### src/rtl/hpe_pkg.sv
// shared constants, types, microcode rom and saturating arithmetic
// for the hermite polynomial evaluator; no dependencies
`timescale 1ns / 1ps
`default_nettype none

package hpe_pkg;

   localparam int MAX_DEGREE = 16;
   localparam int FRAC_BITS  = 12;

   localparam int ROW_LEN   = MAX_DEGREE + 1;
   localparam int TBL_DEPTH = ROW_LEN * ROW_LEN;
   localparam int TBL_AW    = $clog2(TBL_DEPTH);
   localparam int RW        = $clog2(MAX_DEGREE + 2);
   localparam int MW        = $clog2(2 * MAX_DEGREE);
   localparam int MPW       = 65 + MW;
   localparam int SHW       = 64 + FRAC_BITS;

   localparam int DEG_W  = 8;
   localparam int PT_W   = 16;
   localparam int VAL_W  = 64;
   localparam int TD_W   = 5;
   localparam int CSR_IW = 2;
   localparam int CSR_DW = 8;

   localparam int PLO_W  = 33 + PT_W;
   localparam int PHI_W  = 32 + PT_W;
   localparam int PROD_W = PHI_W + 32;

   localparam logic signed [VAL_W-1:0] S64_MAX = {1'b0, {(VAL_W-1){1'b1}}};
   localparam logic signed [VAL_W-1:0] S64_MIN = {1'b1, {(VAL_W-1){1'b0}}};

   localparam logic [CSR_IW-1:0] CSR_TABLE_DEGREE = CSR_IW'(0);
   localparam logic [CSR_IW-1:0] CSR_AUTO_RESIZE  = CSR_IW'(1);

   typedef enum logic [1:0] {
      ST_OK        = 2'd0,
      ST_NOT_AVAIL = 2'd1,
      ST_SAT       = 2'd2
   } status_type;

   typedef struct packed {
      logic [DEG_W-1:0]        degree;
      logic signed [PT_W-1:0]  point;
   } req_type;

   typedef struct packed {
      logic signed [VAL_W-1:0] value;
      status_type              status;
   } rsp_type;

   // datapath actions
   typedef enum logic [3:0] {
      OP_NOP,
      OP_ACCEPT,
      OP_ROWINIT,
      OP_FRD,
      OP_FMUL,
      OP_FWR,
      OP_ROWDONE,
      OP_EINIT,
      OP_MLO,
      OP_MHI,
      OP_CMB,
      OP_ADD,
      OP_OUT
   } op_type;

   typedef enum logic [2:0] {
      C_NEVER,
      C_ALWAYS,
      C_NO_REQ,
      C_FILL_DONE,
      C_ROW_MORE,
      C_ERR,
      C_K_NZ,
      C_OUT_BUSY
   } cond_type;

   // program addresses
   typedef enum logic [3:0] {
      US_IDLE,
      US_FCHK,
      US_FRD,
      US_FMUL,
      US_FWR,
      US_FNEXT,
      US_ECHK,
      US_MLO,
      US_MHI,
      US_CMB,
      US_ADD,
      US_OUT
   } ustep_type;

   typedef struct packed {
      op_type    op;
      cond_type  wait_cond;
      cond_type  jump_cond;
      ustep_type target;
   } ctrl_type;

   typedef struct packed {
      logic req_valid;
      logic fill_done;
      logic row_more;
      logic err;
      logic k_nz;
      logic out_busy;
   } flags_type;

   typedef struct packed {
      logic                    ov;
      logic signed [VAL_W-1:0] value;
   } sat_type;

   // control program: wait holds the step, jump overrides the fall-through
   function automatic ctrl_type ucode_rom(input ustep_type step);
      ctrl_type w;
      case (step)
         US_IDLE:  w = '{OP_ACCEPT,  C_NO_REQ,   C_NEVER,     US_IDLE};
         US_FCHK:  w = '{OP_ROWINIT, C_NEVER,    C_FILL_DONE, US_ECHK};
         US_FRD:   w = '{OP_FRD,     C_NEVER,    C_NEVER,     US_IDLE};
         US_FMUL:  w = '{OP_FMUL,    C_NEVER,    C_NEVER,     US_IDLE};
         US_FWR:   w = '{OP_FWR,     C_NEVER,    C_ROW_MORE,  US_FRD};
         US_FNEXT: w = '{OP_ROWDONE, C_NEVER,    C_ALWAYS,    US_FCHK};
         US_ECHK:  w = '{OP_EINIT,   C_NEVER,    C_ERR,       US_OUT};
         US_MLO:   w = '{OP_MLO,     C_NEVER,    C_NEVER,     US_IDLE};
         US_MHI:   w = '{OP_MHI,     C_NEVER,    C_NEVER,     US_IDLE};
         US_CMB:   w = '{OP_CMB,     C_NEVER,    C_NEVER,     US_IDLE};
         US_ADD:   w = '{OP_ADD,     C_NEVER,    C_K_NZ,      US_MLO};
         US_OUT:   w = '{OP_OUT,     C_OUT_BUSY, C_ALWAYS,    US_IDLE};
         default:  w = '{OP_NOP,     C_NEVER,    C_ALWAYS,    US_IDLE};
      endcase
      return w;
   endfunction

   function automatic sat_type sat_from(input logic sign, input logic fits,
                                        input logic signed [VAL_W-1:0] low);
      sat_type r;
      r.ov    = !fits;
      r.value = fits ? low : (sign ? S64_MIN : S64_MAX);
      return r;
   endfunction

   function automatic sat_type add_sat(input logic signed [VAL_W-1:0] a,
                                       input logic signed [VAL_W-1:0] b);
      logic [VAL_W:0] s;
      s = {a[VAL_W-1], a} + {b[VAL_W-1], b};
      return sat_from(s[VAL_W], s[VAL_W] == s[VAL_W-1], s[VAL_W-1:0]);
   endfunction

   function automatic sat_type sub_sat(input logic signed [VAL_W-1:0] a,
                                       input logic signed [VAL_W-1:0] b);
      logic [VAL_W:0] s;
      s = {a[VAL_W-1], a} - {b[VAL_W-1], b};
      return sat_from(s[VAL_W], s[VAL_W] == s[VAL_W-1], s[VAL_W-1:0]);
   endfunction

   // coefficient scaled into the fixed-point format
   function automatic sat_type shl_sat(input logic signed [VAL_W-1:0] c);
      logic signed [SHW-1:0] w;
      logic                  fits;
      w    = SHW'(c);
      w    = w <<< FRAC_BITS;
      fits = (&w[SHW-1:VAL_W-1]) | ~(|w[SHW-1:VAL_W-1]);
      return sat_from(w[SHW-1], fits, w[VAL_W-1:0]);
   endfunction

   function automatic sat_type mul_small_sat(input logic signed [VAL_W-1:0] a,
                                             input logic [MW-1:0] m);
      logic signed [MPW-1:0] p;
      logic                  fits;
      p    = MPW'(a) * MPW'($signed({1'b0, m}));
      fits = (&p[MPW-1:VAL_W-1]) | ~(|p[MPW-1:VAL_W-1]);
      return sat_from(p[MPW-1], fits, p[VAL_W-1:0]);
   endfunction

   // floor of the product over 2^FRAC_BITS, clamped to 64 bits
   function automatic sat_type fix_sat(input logic signed [PROD_W-1:0] prod);
      logic signed [PROD_W-1:0] q;
      logic                     fits;
      q    = prod >>> FRAC_BITS;
      fits = (&q[PROD_W-1:VAL_W-1]) | ~(|q[PROD_W-1:VAL_W-1]);
      return sat_from(q[PROD_W-1], fits, q[VAL_W-1:0]);
   endfunction

   function automatic logic [TBL_AW-1:0] tbl_addr(input logic [RW-1:0] row,
                                                  input logic [RW-1:0] col);
      logic [TBL_AW-1:0] base;
      base = TBL_AW'(row) * TBL_AW'(ROW_LEN);
      return base + TBL_AW'(col);
   endfunction

endpackage

`default_nettype wire

### src/rtl/hpe_sequencer.sv
// microcode sequencer: step counter, program rom fetch, wait and jump logic
// depends on hpe_pkg
`timescale 1ns / 1ps
`default_nettype none

module hpe_sequencer (
   input  wire logic                clock,
   input  wire logic                reset,
   input  wire hpe_pkg::flags_type  flags,
   output hpe_pkg::ctrl_type        ctrl
);

   hpe_pkg::ustep_type upc_ff;
   hpe_pkg::ustep_type upc_in;
   logic [3:0]         upc_inc;
   logic               wait_hit;
   logic               jump_hit;

   function automatic logic cond_true(input hpe_pkg::cond_type c,
                                      input hpe_pkg::flags_type f);
      logic r;
      case (c)
         hpe_pkg::C_NEVER:     r = 1'b0;
         hpe_pkg::C_ALWAYS:    r = 1'b1;
         hpe_pkg::C_NO_REQ:    r = !f.req_valid;
         hpe_pkg::C_FILL_DONE: r = f.fill_done;
         hpe_pkg::C_ROW_MORE:  r = f.row_more;
         hpe_pkg::C_ERR:       r = f.err;
         hpe_pkg::C_K_NZ:      r = f.k_nz;
         hpe_pkg::C_OUT_BUSY:  r = f.out_busy;
         default:              r = 1'b0;
      endcase
      return r;
   endfunction

   always_comb begin
      ctrl     = hpe_pkg::ucode_rom(upc_ff);
      wait_hit = cond_true(ctrl.wait_cond, flags);
      jump_hit = cond_true(ctrl.jump_cond, flags);
      upc_inc  = upc_ff + 4'd1;
      if (wait_hit) begin
         upc_in = upc_ff;
      end else if (jump_hit) begin
         upc_in = ctrl.target;
      end else begin
         upc_in = hpe_pkg::ustep_type'(upc_inc);
      end
   end

   always_ff @(posedge clock) begin
      if (reset) begin
         upc_ff <= hpe_pkg::US_IDLE;
      end else begin
         upc_ff <= upc_in;
      end
   end

endmodule

`default_nettype wire

### config.mk
export PLATFORM = sky130hd
export DESIGN_NAME = hpe_sequencer
export DESIGN_NICKNAME = d
export VERILOG_FILES = /design/src/rtl/hpe_pkg.sv /design/src/rtl/hpe_sequencer.sv
export SDC_FILE = /design/constraint.sdc
export NUM_CORES = 1
export LEC_CHECK = 0
export ABC_AREA = 1
export BUFFER_PORTS_ARGS = -buffer_cell sky130_fd_sc_hd__buf_4
export CORE_UTILIZATION = 40
export CTS_BUF_LIST = sky130_fd_sc_hd__clkbuf_8
export DETAILED_ROUTE_END_ITERATION = 10
export SLEW_MARGIN = 20
export SYNTH_ARGS = -nofsm -noshare
export SYNTH_HDL_FRONTEND = slang
export SYNTH_SLANG_ARGS = --single-unit
### constraint.sdc
create_clock -name clock -period 4.6 [get_ports clock]
set_input_delay 0.23 -clock clock [delete_from_list [all_inputs] [get_ports clock]]
set_output_delay 0.23 -clock clock [all_outputs]
set_load 0.005 [all_outputs]
; ---- Word level (Yosys, flattened, before mapping)
; Memory sizes are Yosys's and may differ from the RTL's. A register that Yosys moved wholly into a read port is not among the register bits.
; Cells that the tools add are included.
[word_totals]
ramBits = 0
input_bits = 8
romBits = 224
memories = 1
register_bits = 4
latch_bits = 0
[classes]
n_div = 0
reduce_logical = 3
add_sub_neg = 1
bitwise_logic = 0
n_mux = 5
magnitude_cmp = 0
shifts = 0
eq_ne = 14
multipliers = 0
[memory_table]
columns = name, words, width, read_ports, rd_clocked_by_memory_dff, write_ports, line_no
row1 = (no name shown), 16, 14, 1, 1, 0, hpe_pkg.sv:120  ; case (step)
[op_table]
columns = cell, count
row1 = $eq A3 B3 Y1 const B, 8
row2 = $pmux W1 S8, 2
row3 = $eq A3 B2 Y1 const B, 4
row4 = $mux W4, 3
row5 = $eq A3 B1 Y1 const B, 2
row6 = $logic_not A3 Y1, 2
row7 = $add A4 B1 Y4 const B, 1
row8 = $logic_not A1 Y1, 1

; ---- Depth between registers and ports, before layout
; Gate-level depths: netlist of run 1.
[depth]
depth_word = 5
mapped_depth = 16
depth_no_buf = 16

; ---- Worst setup path after synthesis of run 1
; No wires, ideal clock.
[synth_path]
kind = reg2reg
start = register, netlist name ctrl[5]
end = register, netlist name ctrl[4]
arrival_ns = 1.777
t_required_ns = 4.477
stages_incl_launch_ff = 16
path_slack_ns = 2.700
setup_ns = 0.123
path_cell_list = dfxtp_1 nand2_1 nand3_1 nand2_1 nand2_2 nand2_2 or2_1 a21oi_1 nor2_1 nand2_1 inv_1 ha_1 inv_1 nand2_1 nand2_1 nand3_1
[synth_between]
elab_chain_cells = 5
elab_cells_between_ends = 12
[synth_lines]
columns = item, line_no
row1 = $eq A3 B3 Y1 (tied with other cells), hpe_sequencer.sv:22  ; case (c)
row2 = $pmux W1 S8 (*), hpe_sequencer.sv:22
row3 = $mux W4 (*), hpe_sequencer.sv:43  ; end else if (jump_hit) begin
row4 = $mux W4 (no line) (*) (2 in a row), --
; Mark *: on every way between the ends. The rest lies on a longest branch, timed or not.
; A chain may end at the register's enable or synchronous reset.

; ---- Final worst setup path of run 1
[layout_path]
start = register, netlist name ctrl[5]
end = register, netlist name ctrl[4]
[layout_between]
elab_chain_cells = 5
elab_cells_between_ends = 12
[layout_lines]
columns = item, line_no
row1 = $eq A3 B3 Y1 (tied with other cells), hpe_sequencer.sv:22
row2 = $pmux W1 S8 (*), hpe_sequencer.sv:22
row3 = $mux W4 (*), hpe_sequencer.sv:43
row4 = $mux W4 (no line) (*) (2 in a row), --
; Marks and branches as above.

==> impl_metrics.toml, run 1 <==
[route]
route.met2.wl_um = 772
drc_errors = 0
viasPerCell = 4.558
route.vias.total = 752
firstDrtPassIters = 4
highest_layer = "met4"
dr_wl_met3_um = 70
ant_nets = 0
first_iter_violations = 19
wirelength_mm = 1.666
wl_per_cell_um = 10.10
met1_length_um = 785

[final_layout]
nNetsFinal = 153
n_antenna_cell = 0
fin_cells = 165
final_util = 0.5538
area_growth_syn_to_layout_pct = 26.39
drive_gt1_frac = 0.2899

[placement]
placedCellCount = 161
dp_hpwl_mm = 1.383
place.gp.congestion = 0.8325
numPortBuffers = 21

[pwr]
power_leakage_nw = 0.6164
power_switching_mw = 0.3394
power_frac_seq = 0.297
p_total_mw = 0.7884
power.density_mw_per_mm2 = 711.2
pwr-share-comb = 0.548
ir_drop_v = 0.0003401
intPower_mw = 0.4491
clkPwrFrac = 0.155
switching_share = 0.4304

[synthesis]
synth_top_family_by_area = "simple AND/OR/NAND/NOR gates"
synth_mux_area_frac = 0
synth_adder_area_share = 0.08559
synth_cell_types = 21
yosys.area_share.xor_xnor = 0.009986
syn_inst = 115
syn_avg_cell_area_um2 = 7.627
synth_compound_area_frac = 0.08417
syn_nets = 129
syn-cell-area_um2 = 877.1
synth_seq_area_share = 0.3652
synth_seq_cells = 16
yosys_warnings = 0
yosys.area_share.simple = 0.3395
synth_area_leaders = "dfxtp_1 37%, inv_1 9.8%, nand2_1 9.4%"
synth_top_area_share = 0.3652
synth_area_leader_cell = "dfxtp_1"

[floorplanning]
fp.dieH_um = 48.83
die-area_mm2 = 0.002384
placementRows = 16
die_w_um = 48.83
num_io_pins = 22
core-area_mm2 = 0.002002
start_util = 0.4381

[worst_setup_path]
cpLargestDelayFamily = "simple AND/OR/NAND/NOR gates"
critPathSlowestCell = "dfxtp_1"
critical_path_required_ps = 4730
rrSetupSlack_ps = 2500
critPathMaxFanout = 8
path_class = "register to register"
crit_top_cell = "nand2_1"
end_kind = "register"
startpoint_type = "register"
cp_num_buf_inv = 2
critPathMaxStageDelay_ps = 450
path_cells = "nand2_1 -> nand3_1 -> nand2_1 -> nand2_2 -> nand2_2 -> or2_1 -> a21oi_1 -> nor2_1 -> nand2_1 -> inv_1 -> ha_1 -> inv_1 -> nand2_1 -> nand2_1 -> nand3_1"
reg2reg_depth = 15
cp.depth = 15
arrival_ps = 2230

[timing]
fin_crit_ps = 2102
max_freq_mhz = 475.7
fin_crit_sh = 0.4570
relSlewSlack = 0.8310
drv_slew = 0
holdWs_ps = 192.1
worstMarginPinSlew_ps = 252.9
setup_tns_ps = 0
fin_skew_ps = 3.938
rsz0062_at_grt = "false"
setup_viol = 0
hold_viol = 0

[global_route]
grt_max_degree = 10
grtUsageTotal = 0.1569
grt_pass1_wl_mm = 2.842
grt_pass1_vias = 700
antenna_found_initial = 0
grt_overflow = 0

[clocking]
clock_latency_ps = 250
cts_buffers = 3
clockBufferDepth = 2
post-cts-setup-buffers = 0
cts_max_level = 1
cts.sinks = 16
path_clk_slew_ps = 60
cts_resized = 0
cts_root_buffer = "clkbuf_8"
cts_hold_buf = 0
cts_tree = "yes"

[flow_run]
drv_cap = 0

[min_path]
whs_path_depth = 2
hold_path.class = "input port to register"

[run_status]
status = "finished clean"
-- metrics by stage --
stage          area [um^2]  setup WS, ps
2_1_floorplan        877.1          2700
3_3_place_gp          1054          2522
3_5_place_dp          1054          2469
4_1_cts               1109          2460
5_1_grt               1109          2292
6_report              1109          2498
-- cell usage in the layout, fill, tap and decap left out, types with 3 or more instances in the layout --
cell	instances
inv_1	23
nand2_1	22
buf_4	21
dfxtp_1	16
nand3_1	14
nand2_2	6
ha_1	6
nor2_1	5
o21ai_0	4
clkbuf_8	4
o21ai_2	3
-- layer usage --
| layer | vias up | GRT usage |
|---|---|---|
| met2 | 18 | 0.2546 |
| met3 | 4 | 0.03115 |
| li1 | 400 | - |
| met5 | - | 0 |
| met4 | 0 | 0.08824 |
| met1 | 330 | 0.1931 |
-- power by group through the flow --
stage / clock network, mW / logic [mW] / registers [mW]
3_3_place_gp: 0 / 0.434 / 0.236
2_1_floorplan: 0 / 0.308 / 0.235
3_5_place_dp: 0 / 0.436 / 0.237
6_report: 0.122 / 0.432 / 0.235
5_1_grt: 0.132 / 0.489 / 0.242
4_1_cts: 0.126 / 0.438 / 0.235
-- cells in the mapped netlist, drive strengths merged --
cell / instances
buf: 2
o211ai: 1
a21oi: 1
o21ai: 7
nand3: 16
nor2: 7
dfxtp: 16
xor2: 1
nand4: 1
nand3b: 1
nand2: 30
ha: 6
or2: 1
o21bai: 2
inv: 23
-- final timing paths --
| kind | start | endpoint |
|---|---|---|
| setup / recovery | ctrl[5]$_DFF_P_ | ctrl[4]$_DFF_P_ |
| hold / removal | reset | upc_ff[2]$_SDFFE_PP0N_ |
| setup reg to reg | ctrl[5]$_DFF_P_ | ctrl[4]$_DFF_P_ |
| hold reg to reg | ctrl[0]$_DFF_P_ | upc_ff[0]$_SDFFE_PP0N_ |
-- state kept, by name, summed over array words and instances (netlist names) --
signal	count
ctrl	12
upc_ff	4
-- cells by family (layout without fill, tap and decap cells) --
group,Yosys count,after routing
compound gates,11,11
flops,16,16
buf+inv,25,48
fa+ha+maj,6,6
xor+xnor,1,1
simple gates,56,56
-- cell type report --
cell class / count / area (um^2)
fillers: 197 / 893.4
multi-input cells: 74 / 455.4
flip-flops and latches: 16 / 320.3
repair buffers: 21 / 157.7
inverters: 23 / 86.33
clock buffers: 4 / 55.05
well taps: 27 / 33.78
(Power assumes the default switching activity.)
==> run 2: changes to the inputs <==
--- a/config.mk
+++ b/config.mk
@@ -5,11 +5,12 @@
 export SDC_FILE = /design/constraint.sdc
 export NUM_CORES = 1
 export LEC_CHECK = 0
-export ABC_AREA = 1
+export ABC_AREA = 0
 export BUFFER_PORTS_ARGS = -buffer_cell sky130_fd_sc_hd__buf_4
 export CORE_UTILIZATION = 40
 export CTS_BUF_LIST = sky130_fd_sc_hd__clkbuf_8
 export DETAILED_ROUTE_END_ITERATION = 10
+export PLACE_DENSITY = 0.65
 export SLEW_MARGIN = 20
 export SYNTH_ARGS = -nofsm -noshare
 export SYNTH_HDL_FRONTEND = slang
==> constraint.sdc (replaced) <==
create_clock -name clock -period 1.8 [get_ports clock]
set_input_delay 0.09 -clock clock [delete_from_list [all_inputs] [get_ports clock]]
set_output_delay 0.09 -clock clock [all_outputs]
set_load 0.005 [all_outputs]
==> impl_metrics.toml, run 2 <==
[run_status]
status = "finished with violations"
violations = "negative setup slack"

[global_route]
grtUsageTotal = 0.2218
grt.busiest_layer = "met2"
grtUsageMet2 = 0.3950
grt_pass1_wl_mm = 4.022
grt_overflow = 0
grt_max_degree = 17
use_met1 = 0.2576
met3_usage = 0.04984
grt_pass1_vias = 887
antenna_found_initial = 0

[timing]
worstMarginPinSlew_ps = 304.3
drv_slew = 0
fin_ws_ps = -587.8
fin_crit_sh = 1.327
rsz0062_at_grt = "true"
fin_crit_ps = 2388
relSlewSlack = 0.7971
setup_viol = 14
max_freq_mhz = 418.8
hold_viol = 0
fin_skew_ps = 2.651

[route]
wl_per_cell_um = 15.53
viasPerCell = 5.296
drc_errors = 0
route.vias.total = 895
wirelength_mm = 2.624
firstDrtPassIters = 4
ant_nets = 0
first_iter_violations = 14

[synthesis]
yosys_warnings = 0
syn_inst = 91
synth_seq_area_share = 0.3585
synth_commonest_cells = "16 x dfxtp_1, 7 x nor2_1, 6 x ha_1"
synth_ff_type = "dfxtp_1"
synth_seq_cells = 16
syn_nets = 105
syn_avg_cell_area_um2 = 9.817
syn-cell-area_um2 = 893.4
yosysMostFrequentCell = "dfxtp_1"
async_reset_ff_frac = 0
synth_area_leader_cell = "dfxtp_1"
synth_area_leaders = "dfxtp_1 36%, ha_1 8.4%, nor2_1 2.9%"
synth_edf_count = 0
synth_cell_types = 44
synth_top_area_share = 0.3585

[worst_setup_path]
reg2reg_depth = 8
path_class = "register to register"
startpoint_type = "register"
critPathSlowestCell = "a221o_2"
critPathMaxStageDelay_ps = 440
rrSetupSlack_ps = -590
path_cells = "mux2i_1 -> o21ai_1 -> a221o_2 -> or3_4 -> a31oi_4 -> ha_4 -> or3_4 -> a21oi_2"
crit_top_cell = "or3_4"
r2r-start = "ctrl[5]$_DFF_P_"
critPathMaxFanout = 4
end_kind = "register"
arrival_ps = 2580
critical_path_required_ps = 1990
r2r_end = "ctrl[0]$_DFF_P_"

[final_layout]
area_growth_syn_to_layout_pct = 70.03
fin_cells = 169
final_util = 0.7512
nNetsFinal = 157
fill_cells = 133
n_antenna_cell = 0
largest_reg_flops = 12
drive_gt1_frac = 0.6549
final_common_cell = "buf_4"
final_cell_mix = "43 x buf_4, 14 x dfxtp_1, 9 x buf_6"

[clocking]
cts_buffers = 3
clockBufferDepth = 2
cts_root_buffer = "clkbuf_8"
cts_tree = "yes"
cts_max_level = 1
clock_latency_ps = 250
path_clk_slew_ps = 60
cts_hold_buf = 0
cts.sinks = 16

[pwr]
ir_drop_v = 0.001187
power.density_mw_per_mm2 = 1877
power_leakage_nw = 0.6677
p_total_mw = 2.852

[floorplanning]
die_w_um = 49.26
core-area_mm2 = 0.002022
die-area_mm2 = 0.002427
fp.dieH_um = 49.26
placementRows = 16
start_util = 0.4418
num_io_pins = 22

[placement]
placedCellCount = 154
dp_hpwl_mm = 1.648
place.gp.congestion = 0.7928
numPortBuffers = 21

[min_path]
whs_endpoint = "upc_ff[2]$_SDFFE_PP0N_"
hold_path.class = "input port to register"
whs_path_depth = 2
min_from = "reset"

[flow_run]
drv_cap = 0
run 2: cell count changes after synthesis, sizes merged, moves of 3 or more:
cell    previous run  this run
a21oi              1         4
a211oi             0         3
o21ai              7         4
mux2i              0         3
nand2             30         4
and3               0         3
nand3             16         3
inv               23         5
run 2: worst max path at each step:
| stage | start | endpoint | slack [ps] |
|---|---|---|---|
| 2_1_floorplan | ctrl[5]$_DFF_P_ | ctrl[0]$_DFF_P_ | -530 |
| 3_3_place_gp | ctrl[5]$_DFF_P_ | ctrl[0]$_DFF_P_ | -510 |
| 3_5_place_dp | ctrl[5]$_DFF_P_ | ctrl[0]$_DFF_P_ | -550 |
| 4_1_cts | ctrl[5]$_DFF_P_ | ctrl[0]$_DFF_P_ | -530 |
| 5_1_grt | ctrl[5]$_DFF_P_ | ctrl[1]$_DFF_P_ | -710 |
| 6_report | ctrl[5]$_DFF_P_ | ctrl[0]$_DFF_P_ | -590 |
run 2: through the flow:
stage	cell area (um^2)	setup slack (ps)	hold slack (ps)	TNS, ps
after floorplan	909.6	-533.6	374.2	-3482
after global placement	1216	-512.1	405.5	-5068
after detailed placement	1216	-549.1	424.7	-5170
after CTS	1434	-533.6	144.9	-5721
after global routing	1519	-705.2	190.6	-7522
final	1519	-587.8	182.1	-5853
run 2: power by group:
| part | switching, mW | leakage (nW) | internal, mW |
|---|---|---|---|
| Sequential | 0.103 | 0.132 | 0.496 |
| Combinational | 0.858 | 0.509 | 1.11 |
| Clock | 0.130 | 0.0269 | 0.152 |
run 2: final cells by class:
class / instances / area, um^2 / share of cell area
inverters: 5 / 18.77 / 0.01236
clock buffers: 3 / 41.29 / 0.02718
well taps: 27 / 33.78 / 0.02224
multi-input cells: 65 / 671.9 / 0.4423
repair buffers: 52 / 424.2 / 0.2792
clock inverters: 1 / 3.754 / 0.002471
flip-flops and latches: 16 / 325.3 / 0.2142
run 2: timing repair:
action,CTS,global route
buffers inserted,10,5
pin swaps,8,7
resized for setup,20,18
setup endpoints to repair,14,15
gates cloned,0,0
endpoints found under the hold margin,0,0
run 2: per-layer routing:
metal	up-vias	wire, um
li1	437	-
met1	437	1099
met2	16	1417
met3	5	52
met4	0	54
met5	-	0
run 2: worst max-delay path, delay by kind of cell (launching register included):
kind / cells / cell delay (ps)
compound gates: 4 / 860
fa+ha+maj: 1 / 250
simple gates: 2 / 700
mux: 1 / 170
flops: 1 / 360
run 2: logic make-up after synthesis:
logic type                 after synthesis  synth area share
and+or+nand+nor                         30            0.1905
adders and majority gates                6           0.08403
AOI/OAI and AO/OA                       25            0.2521
muxes                                    4           0.05461
DFF                                     16            0.3585
buffers and inverters                   10           0.06021
==> run 3: changes to the inputs <==
--- a/config.mk
+++ b/config.mk
@@ -6,11 +6,10 @@
 export NUM_CORES = 1
 export LEC_CHECK = 0
 export ABC_AREA = 0
-export BUFFER_PORTS_ARGS = -buffer_cell sky130_fd_sc_hd__buf_4
 export CORE_UTILIZATION = 40
 export CTS_BUF_LIST = sky130_fd_sc_hd__clkbuf_8
 export DETAILED_ROUTE_END_ITERATION = 10
-export PLACE_DENSITY = 0.65
+export DONT_BUFFER_PORTS = 1
 export SLEW_MARGIN = 20
 export SYNTH_ARGS = -nofsm -noshare
 export SYNTH_HDL_FRONTEND = slang
==> impl_metrics.toml, run 3 (same netlist as run 2, synthesis figures left out) <==
[timing]
holdWs_ps = -99.19
setup_tns_ps = -5624
drv_slew = 0
rsz0062_at_grt = "true"
fin_ws_ps = -593.3
relSlewSlack = 0.8201
fin_skew_ps = 5.238
hold_viol = 9
setup_viol = 15
worstMarginPinSlew_ps = 269.6
max_freq_mhz = 417.8
fin_crit_ps = 2393
fin_crit_sh = 1.330

[placement]
place.gp.congestion = 0.7895
dp_hpwl_mm = 1.498
numPortBuffers = 0
pre_cts_ws_ps = -547.5
placedCellCount = 135

[route]
first_iter_violations = 25
met1_length_um = 989
highest_layer = "met4"
ant_nets = 0
wl_per_cell_um = 15.32
firstDrtPassIters = 4
drc_errors = 0
route.met2.wl_mm = 1.225
dr_wl_met3_um = 71
viasPerCell = 5.431
route.vias.total = 831
wirelength_mm = 2.344

[clocking]
cts_max_level = 1
clock_latency_ps = 250
path_clk_slew_ps = 60
cts.sinks = 16
clockBufferDepth = 2
cts_root_buffer = "clkbuf_8"
cts_buffers = 3
cts_tree = "yes"

[final_layout]
final_cell_mix = "29 x buf_4, 13 x dfxtp_1, 7 x buf_6"
drive_gt1_frac = 0.5873
largest_reg_flops = 12
fin_cells = 153
area_growth_syn_to_layout_pct = 57.42
final_common_cell = "buf_4"
n_antenna_cell = 0
nNetsFinal = 141
fill_cells = 141

[floorplanning]
fp.dieH_um = 49.26
core-area_mm2 = 0.002022
num_io_pins = 22
die_w_um = 49.26
placementRows = 16
die-area_mm2 = 0.002427
start_util = 0.4418

[global_route]
grtUsageTotal = 0.1933
antenna_found_initial = 0
grt_overflow = 0
grt_max_degree = 17
grt_pass1_vias = 815
grt_pass1_wl_mm = 3.588

[worst_setup_path]
reg2reg_depth = 8
critPathMaxFanout = 4
r2r_end = "ctrl[0]$_DFF_P_"
arrival_ps = 2570
startpoint_type = "register"
path_class = "register to register"
critical_path_required_ps = 1980
end_kind = "register"
rrSetupSlack_ps = -590
r2r-start = "ctrl[5]$_DFF_P_"

[min_path]
hold_path.class = "input port to register"
min_from = "reset"
whs_path_depth = 1
whs_endpoint = "ctrl[13]$_DFF_P_"

[run_status]
violations = "negative hold slack, negative setup slack"
status = "finished with violations"

[flow_run]
drv_cap = 0

[pwr]
power_frac_seq = 0.215
p_total_mw = 2.814
power.density_mw_per_mm2 = 2001
power_leakage_nw = 0.5803
intPower_mw = 1.760
ir_drop_v = 0.0009882
power_switching_mw = 1.055
pwr-share-comb = 0.673
clkPwrFrac = 0.112
switching_share = 0.3748
## run 3: cell types whose count changed in the layout (fill, tap and decap cells not counted), moves of 2 or more
cell / delta
buf_4: -14
a21oi_2: -3
a21oi_1: +2
nor4b_2: +2
nor2_2: -2
o21ai_0: -2
buf_6: -2
o21ai_1: +2
## run 3: worst max-delay path by stage
| stage | startpoint | depth (start not counted) | endpoint | slack (ps) |
|---|---|---|---|---|
| finish | ctrl[5]$_DFF_P_ | 8 | ctrl[0]$_DFF_P_ | -590 |
| global route | ctrl[5]$_DFF_P_ | 8 | ctrl[0]$_DFF_P_ | -660 |
| CTS | ctrl[5]$_DFF_P_ | 8 | ctrl[0]$_DFF_P_ | -500 |
| detailed placement | ctrl[5]$_DFF_P_ | 9 | ctrl[0]$_DFF_P_ | -550 |
| global placement | ctrl[5]$_DFF_P_ | 9 | ctrl[0]$_DFF_P_ | -490 |
| floorplan | ctrl[5]$_DFF_P_ | 9 | ctrl[0]$_DFF_P_ | -530 |
## run 3: final cells by class
type	instances	area (um^2)	share of cell area
tap	27	33.78	0.02402
multi-input combinational	65	670.6	0.4769
clock buffer	4	55.05	0.03915
timing repair buffer	36	296.5	0.2109
sequential	16	326.6	0.2322
inverter	5	23.77	0.01690
## run 3: power groups by stage
stage / clock network (mW) / registers (mW) / logic [mW]
after global routing: 0.332 / 0.625 / 2.02
after global placement: 0 / 0.602 / 1.18
final: 0.315 / 0.605 / 1.89
after detailed placement: 0 / 0.607 / 1.19
after floorplan: 0 / 0.599 / 0.750
after CTS: 0.316 / 0.603 / 1.48
## run 3: routing by layer
layer  global-route usage  vias to the layer above
li1                     -                      403
met1               0.2281                      407
met2               0.3333                       15
met3              0.04673                        6
met4              0.07353                        0
met5                    0                        -
## run 3: per-stage QoR
| stage | util | cell area, um^2 |
|---|---|---|
| 2_1_floorplan | - | 909.6 |
| 4_1_cts | 0.6163 | 1246 |
| 6_report | 0.6955 | 1406 |
| 3_5_place_dp | 0.5309 | 1074 |
| 3_3_place_gp | 0.5309 | 1074 |
| 5_1_grt | 0.6955 | 1406 |
## run 3: timing repair
| action | CTS | global route |
|---|---|---|
| pin swaps | 1 | 4 |
| buffers inserted | 6 | 8 |
| resized for setup | 10 | 27 |
| cloned | 0 | 0 |
| setup endpoints to repair | 13 | 15 |
| hold endpoints to repair | 9 | 9 |
## run 3: critical path, stage by stage, from the launching register on
cell,delay [ps]
dfxtp_4,350
mux2i_1,190
o21ai_1,80
a221o_2,400
or3_4,360
a31oi_4,230
ha_4,250
or3_1,310
a21oi_1,160
